File: src/rtl/core/pdh_pkg.sv
`default_nettype none
package pdh_pkg;

	localparam int unsigned TIME_W  = 32;
	localparam int unsigned CMD_W   = 2;
	localparam int unsigned CFG_IDX_W = 2;
	localparam int unsigned CFG_DATA_W = 32;

	// command codes
	localparam logic [CMD_W-1:0] CMD_SAMPLE  = 2'd0;
	localparam logic [CMD_W-1:0] CMD_TAKE    = 2'd1;
	localparam logic [CMD_W-1:0] CMD_RESTART = 2'd2;

	// register indexes
	localparam logic [CFG_IDX_W-1:0] REG_DEBOUNCE_LIMIT = 2'd0;
	localparam logic [CFG_IDX_W-1:0] REG_HOLD_LIMIT     = 2'd1;

	typedef struct packed {
		logic [CMD_W-1:0]  cmd;
		logic              pin_level;
		logic [TIME_W-1:0] now_ms;
	} in_word_t;

	typedef struct packed {
		logic present_out;
		logic event_taken;
		logic event_pending;
	} out_word_t;

	typedef struct packed {
		logic [TIME_W-1:0] debounce_limit;
		logic [TIME_W-1:0] hold_limit;
	} cfg_t;

endpackage
`default_nettype wire

File: src/rtl/core/presence_debounce_hold_top.sv
// Debounced presence detector with hold timer. Each input word carries a command
// (sample, take event, restart), a raw pin level and a free-running millisecond
// stamp that may wrap. A sample believes a new raw level once it has been steady
// for debounce_limit ms; presence follows the believed level high at once and
// falls only hold_limit ms after the last believed high. A presence change on a
// sample sets a sticky event bit that a take-event word reports and clears. Every
// input word gives exactly one result word. The block takes one word per clock
// while the output side is not stalling: a word waits in the input register, is
// evaluated against the state by two 32-bit subtract-and-compare paths, and
// lands in the output register, which presents its result. Limits must be
// written by the user through the config port only while no word is in flight;
// the block does not enforce this. Both limits reset to zero.
`default_nettype none
module presence_debounce_hold_top (
	input  wire logic                           clk,
	input  wire logic                           arst_n,
	// input word channel
	input  wire logic                           in_valid,
	output logic                                in_ready,
	input  wire pdh_pkg::in_word_t              in_word,
	// result word channel
	output logic                                out_valid,
	input  wire logic                           out_ready,
	output pdh_pkg::out_word_t                  out_word,
	// config write port, index 0 debounce limit, 1 hold limit
	input  wire logic                           cfg_we,
	input  wire logic [pdh_pkg::CFG_IDX_W-1:0]  cfg_index,
	input  wire logic [pdh_pkg::CFG_DATA_W-1:0] cfg_wdata
);
	import pdh_pkg::*;

	cfg_t     cfg;
	logic     advance;
	logic     valid_s1;
	in_word_t word_s1;

	// limit registers
	pdh_cfg_regs u_cfg (
		.clk       (clk),
		.arst_n    (arst_n),
		.cfg_we    (cfg_we),
		.cfg_index (cfg_index),
		.cfg_wdata (cfg_wdata),
		.cfg       (cfg)
	);

	// input register, refills whenever it is empty or the evaluation stage moves
	pdh_in_stage u_in (
		.clk      (clk),
		.arst_n   (arst_n),
		.in_valid (in_valid),
		.in_ready (in_ready),
		.in_word  (in_word),
		.advance  (advance),
		.valid_s1 (valid_s1),
		.word_s1  (word_s1)
	);

	// state update and result register
	pdh_eval u_eval (
		.clk       (clk),
		.arst_n    (arst_n),
		.cfg       (cfg),
		.valid_s1  (valid_s1),
		.word_s1   (word_s1),
		.advance   (advance),
		.out_valid (out_valid),
		.out_ready (out_ready),
		.out_word  (out_word)
	);

endmodule
`default_nettype wire

File: src/rtl/core/pdh_cfg_regs.sv
`default_nettype none
module pdh_cfg_regs (
	input  wire logic                           clk,
	input  wire logic                           arst_n,
	input  wire logic                           cfg_we,
	input  wire logic [pdh_pkg::CFG_IDX_W-1:0]  cfg_index,
	input  wire logic [pdh_pkg::CFG_DATA_W-1:0] cfg_wdata,
	output pdh_pkg::cfg_t                       cfg
);
	import pdh_pkg::*;

	cfg_t cfg_q;

	always_ff @(posedge clk or negedge arst_n) begin
		if (!arst_n) begin
			cfg_q <= '0;
		end else if (cfg_we) begin
			case (cfg_index)
				REG_DEBOUNCE_LIMIT: cfg_q.debounce_limit <= cfg_wdata[TIME_W-1:0];
				REG_HOLD_LIMIT:     cfg_q.hold_limit     <= cfg_wdata[TIME_W-1:0];
				default:            ;
			endcase
		end
	end

	assign cfg = cfg_q;

endmodule
`default_nettype wire

File: src/rtl/core/pdh_in_stage.sv
`default_nettype none
module pdh_in_stage (
	input  wire logic        clk,
	input  wire logic        arst_n,
	input  wire logic        in_valid,
	output logic             in_ready,
	input  wire pdh_pkg::in_word_t in_word,
	input  wire logic        advance,
	output logic             valid_s1,
	output pdh_pkg::in_word_t word_s1
);
	import pdh_pkg::*;

	logic valid_q;
	in_word_t word_q;

	assign in_ready = !valid_q || advance;

	always_ff @(posedge clk or negedge arst_n) begin
		if (!arst_n) begin
			valid_q <= 1'b0;
		end else if (in_ready) begin
			valid_q <= in_valid;
		end
	end

	always_ff @(posedge clk) begin
		if (in_valid && in_ready) begin
			word_q <= in_word;
		end
	end

	assign valid_s1 = valid_q;
	assign word_s1  = word_q;

endmodule
`default_nettype wire

File: src/rtl/core/pdh_eval.sv
`default_nettype none
module pdh_eval (
	input  wire logic         clk,
	input  wire logic         arst_n,
	input  wire pdh_pkg::cfg_t     cfg,
	input  wire logic         valid_s1,
	input  wire pdh_pkg::in_word_t word_s1,
	output logic              advance,
	output logic              out_valid,
	input  wire logic         out_ready,
	output pdh_pkg::out_word_t out_word
);
	import pdh_pkg::*;

	logic              raw_level_q, raw_level_n;
	logic [TIME_W-1:0] raw_stamp_q, raw_stamp_n;
	logic              stable_level_q, stable_level_n;
	logic              present_q, present_n;
	logic [TIME_W-1:0] high_stamp_q, high_stamp_n;
	logic              change_q, change_n;
	logic              taken_n;
	logic [TIME_W-1:0] raw_age, high_age;
	logic              out_valid_q;
	out_word_t         out_word_q;

	assign advance = !out_valid_q || out_ready;

	// two age compares against the limits, mod 2^32
	assign raw_age  = word_s1.now_ms - raw_stamp_n;
	assign high_age = word_s1.now_ms - high_stamp_q;

	always_comb begin
		raw_level_n    = raw_level_q;
		raw_stamp_n    = raw_stamp_q;
		stable_level_n = stable_level_q;
		present_n      = present_q;
		high_stamp_n   = high_stamp_q;
		change_n       = change_q;
		taken_n        = 1'b0;
		case (word_s1.cmd)
			CMD_SAMPLE: begin
				if (word_s1.pin_level != raw_level_q) begin
					raw_level_n = word_s1.pin_level;
					raw_stamp_n = word_s1.now_ms;
				end
				if (raw_age >= cfg.debounce_limit) begin
					stable_level_n = raw_level_n;
				end
				if (stable_level_n) begin
					high_stamp_n = word_s1.now_ms;
					present_n    = 1'b1;
				end else if (present_q && (high_age >= cfg.hold_limit)) begin
					present_n = 1'b0;
				end
				if (present_n != present_q) begin
					change_n = 1'b1;
				end
			end
			CMD_TAKE: begin
				if (change_q) begin
					taken_n  = 1'b1;
					change_n = 1'b0;
				end
			end
			CMD_RESTART: begin
				raw_stamp_n    = word_s1.now_ms;
				high_stamp_n   = word_s1.now_ms;
				raw_level_n    = 1'b0;
				stable_level_n = 1'b0;
				present_n      = 1'b0;
				change_n       = 1'b0;
			end
			default: ;
		endcase
	end

	always_ff @(posedge clk or negedge arst_n) begin
		if (!arst_n) begin
			raw_level_q    <= 1'b0;
			raw_stamp_q    <= '0;
			stable_level_q <= 1'b0;
			present_q      <= 1'b0;
			high_stamp_q   <= '0;
			change_q       <= 1'b0;
			out_valid_q    <= 1'b0;
		end else if (advance) begin
			out_valid_q <= valid_s1;
			if (valid_s1) begin
				raw_level_q    <= raw_level_n;
				raw_stamp_q    <= raw_stamp_n;
				stable_level_q <= stable_level_n;
				present_q      <= present_n;
				high_stamp_q   <= high_stamp_n;
				change_q       <= change_n;
			end
		end
	end

	always_ff @(posedge clk) begin
		if (advance && valid_s1) begin
			out_word_q.present_out   <= present_n;
			out_word_q.event_taken   <= taken_n;
			out_word_q.event_pending <= change_n;
		end
	end

	assign out_valid = out_valid_q;
	assign out_word  = out_word_q;

endmodule
`default_nettype wire

File: config.mk
export PLATFORM = sky130hd
export DESIGN_NAME = presence_debounce_hold_top
export DESIGN_NICKNAME = d
export VERILOG_FILES = /design/src/rtl/core/pdh_pkg.sv /design/src/rtl/core/presence_debounce_hold_top.sv /design/src/rtl/core/pdh_cfg_regs.sv /design/src/rtl/core/pdh_in_stage.sv /design/src/rtl/core/pdh_eval.sv
export SDC_FILE = /design/constraint.sdc
export NUM_CORES = 1
export LEC_CHECK = 0
export ABC_AREA = 1
export ABC_CLOCK_PERIOD_IN_PS = 4450
export BUFFER_PORTS_ARGS = -buffer_cell sky130_fd_sc_hd__buf_4
export CAP_MARGIN = 25
export CORE_UTILIZATION = 45
export DETAILED_ROUTE_END_ITERATION = 16
export PLACE_DENSITY = 0.71
export SLEW_MARGIN = 0
export SYNTH_ARGS = -nofsm -noshare
export SYNTH_HDL_FRONTEND = slang
export SYNTH_HIERARCHICAL = 1
export SYNTH_SLANG_ARGS = --single-unit
File: constraint.sdc
create_clock -name clk -period 4.45 [get_ports clk]
set_clock_uncertainty 0.15 [all_clocks]
set_input_delay 0.2225 -clock clk [delete_from_list [all_inputs] [get_ports clk]]
set_output_delay 0.2225 -clock clk [all_outputs]
set_load 0.01 [all_outputs]
==> reports/results.ini <==
[setup_path]
critPathMaxFanout=7
reg2reg_to=u_eval/high_stamp_q[25]
rr_worst_depth=29
worstPathRequired_ns=4.61
max_stage_delay_ns=0.44
worstReg2RegStart=u_in/word_s1[32]
endpoint_kind=flip-flop
crit_slowest_cell=edfxtp_1
crit_type=reg -> reg
crit_arrival_ns=4.85
worst_path_most_repeated_cell=nand2_2
startpoint_type=flip-flop
r2r_setup_slack_ns=-0.24
path_delay_family=simple AND/OR/NAND/NOR gates
crit_buf_inv=3

[logic_synthesis]
yosys-mux-area-fraction_pct=1.266
synthAdderAreaFrac_pct=13.85
yosys_warnings=6
synth-edff-count=38
ys_seq_elements=172
async_flop_share_pct=77.91
seq_area_frac_synth_pct=37.91
synth.area.top_cells=dfrtp_1 (28%), ha_1 (14%), nand2_1 (12%), edfxtp_1 (9.6%), inv_1 (6.1%)
synth_xor_area_share_pct=4.285
synth-simple-area-share_pct=21.53
syn_area_um2=11860
synth_area_per_cell_um2=7.862
synth_top_family_by_area=simple AND/OR/NAND/NOR gates
synth_top_area_cell=dfrtp_1
synth-main-ff-cell=dfrtp_1
postSynthNetCount=1712
synthCells=1508
ys_types=43
yosys.area.top_type_share_pct=28.28
synth_compound_area_share_pct=13.23

[die]
row_count=59
die_x_um=164.3
die_area_um2=27000
boundaryPins=79
core-area_um2=25980
die-height_um=164.3
initial_core_util_pct=45.63

[power_and_ir_drop]
p_total_mw=9.515
leakagePower_nw=7.793
power.density_nw_per_um2=600.8
ir_worst_vdd_uv=317.5

[grt]
grt_pass1_wl_um=54140
grt_use_total_pct=25.99
grt_pass1_vias=10780
gr-total-overflow=0
grt_max_degree=104
antenna_found_initial=0

[sta]
slew_headroom_pct=34.73
whs_ns=0.09558
fin_crit_sh_pct=105.4
tightest_slew_ns=0.9766
setup_viol=36
hold_viol_final=0
fin_crit_ns=4.688
finalMaxSlewViolations=0
fmax_mhz=213.3
rsz0062_at_grt=true
fin_setup_tns_ns=-6.763
setup_slack_ns=-0.2385

[finish]
nNetsFinal=1971
fin_cells=2115
diodes=0
final_common_cell=nand2_1
layout_common_cells=nand2_1 (364), inv_1 (191), buf_4 (187)
drive_gt1_share_pct=19.94
fin_util_pct=60.94
area_growth_pct=33.57
finish.instance_area_um2=15840

[placement]
dp_cells=1985
dpl_worst_slack_ns=-0.2684
portBuffers=78
gp_congestion=0.9544
placed_cell_area_um2=13560
dp_hpwl_um=24820

[routing]
viasPerCell=5.296
drtIter0Drc=868
drt_wl_total_um=35110
drcViolationCount=0
avgRoutedWirePerCell_um=16.60
num_vias=11200
ant_nets=0
firstDrtPassIters=5

[status]
status=complete, but fails checks
violations=setup timing

[clock_network]
clock_sinks=172
cts_root_buf=clkbuf_16
htreeDepth=4
clk_pin_slew_ns=0.07
clkLatencyLatePin_ns=0.44
cts_buffer_depth=2
cts_tree=yes
numCtsBuffers=17

[hold_path]
hold_depth=3
worstHoldStart=cfg_index[0]
holdCritPathClass=in -> reg
holdPathEnd=u_cfg/cfg[3]

[job]
max-cap-violations=0

-- registers in the layout, indices dropped and copies added, names as in the netlist --
register and flops:
u_eval/present_q 1, u_in/valid_s1 1, u_eval/stable_level_q 1, u_eval/out_word 3
u_eval/raw_stamp_q 32, u_eval/out_valid 1, u_eval/high_stamp_q 32, u_in/word_s1 35
u_cfg/cfg 64, u_eval/raw_level_q 1, u_eval/change_q 1
-- synthesized netlist by cell type, types with 4 or more instances --
master / count
nand2_2: 7
a21boi_0: 4
nand4_1: 44
o21ai_0: 109
clkbuf_1: 11
nor3_1: 12
inv_1: 194
xor2_1: 42
a21oi_1: 134
o21bai_1: 7
nand3_1: 53
o21ai_1: 8
nand3_2: 4
inv_2: 4
o21a_1: 9
nor2_1: 89
dfrtp_1: 134
ha_1: 128
buf_2: 26
edfxtp_1: 38
mux2i_1: 15
nand2_1: 381
xnor2_1: 16
-- worst max path at each step --
| stage | to | startpoint | depth (start not counted) | slack (ns) |
|---|---|---|---|---|
| 2_1_floorplan | u_eval/high_stamp_q[10] | u_in/word_s1[32] | 33 | 0.05 |
| 4_1_cts | u_eval/high_stamp_q[16] | u_in/word_s1[32] | 30 | -0.09 |
| 5_1_grt | u_eval/high_stamp_q[25] | u_in/word_s1[32] | 28 | -0.47 |
| 6_report | u_eval/high_stamp_q[25] | u_in/word_s1[32] | 29 | -0.24 |
| 3_5_place_dp | u_eval/high_stamp_q[14] | u_in/word_s1[32] | 31 | -0.27 |
| 3_3_place_gp | u_eval/high_stamp_q[15] | u_in/word_s1[32] | 30 | -0.13 |
-- cell type report --
cell class                 count  area [um2]
tap                          335       419.2
sequential                   172        4494
multi-input combinational   1098        6989
fill                        2246       10150
clock inverter                12       172.7
timing repair buffer         279        2534
clock buffer                  20       479.2
inverter                     199       748.2
-- worst register-to-register path: cells and delay by family, from the launching register on --
| kind | cells | cell delay (ns) |
|---|---|---|
| simple gates | 16 | 1.51 |
| flops | 1 | 0.44 |
| mux | 1 | 0.27 |
| compound gates | 5 | 0.73 |
| buf+inv | 3 | 0.48 |
| xor+xnor | 1 | 0.14 |
| fa+ha+maj | 3 | 0.83 |
-- power breakdown --
part | switching (mW) | total, mW | internal [mW]
Clock | 0.703 | 1.67 | 0.970
Combinational | 3.23 | 5.63 | 2.40
Sequential | 0.225 | 2.21 | 1.99
-- timing repair --
action,4_1_cts,5_1_grt
hold buffers,70,1
setup buffers,10,7
pin swaps,29,22
gates cloned,4,5
endpoints found under the setup margin,36,37
gates resized for setup,73,53
endpoints found under the hold margin,203,5
-- routing by layer --
layer | GRT usage [%] | wire length, um | part of all wire [%]
met3 | 3.359 | 1443 | 4.1
met5 | 0 | 0 | 0
met1 | 30.88 | 14430 | 41
met2 | 47.81 | 18160 | 52
met4 | 8.712 | 1075 | 3.1
-- cells by family after synthesis --
group           Yosys count
fa+ha+maj               130
simple gates            602
xor+xnor                 58
mux                      15
compound gates          292
flops                   172
buf+inv                 239
Power figures use the tool's default switching activity.
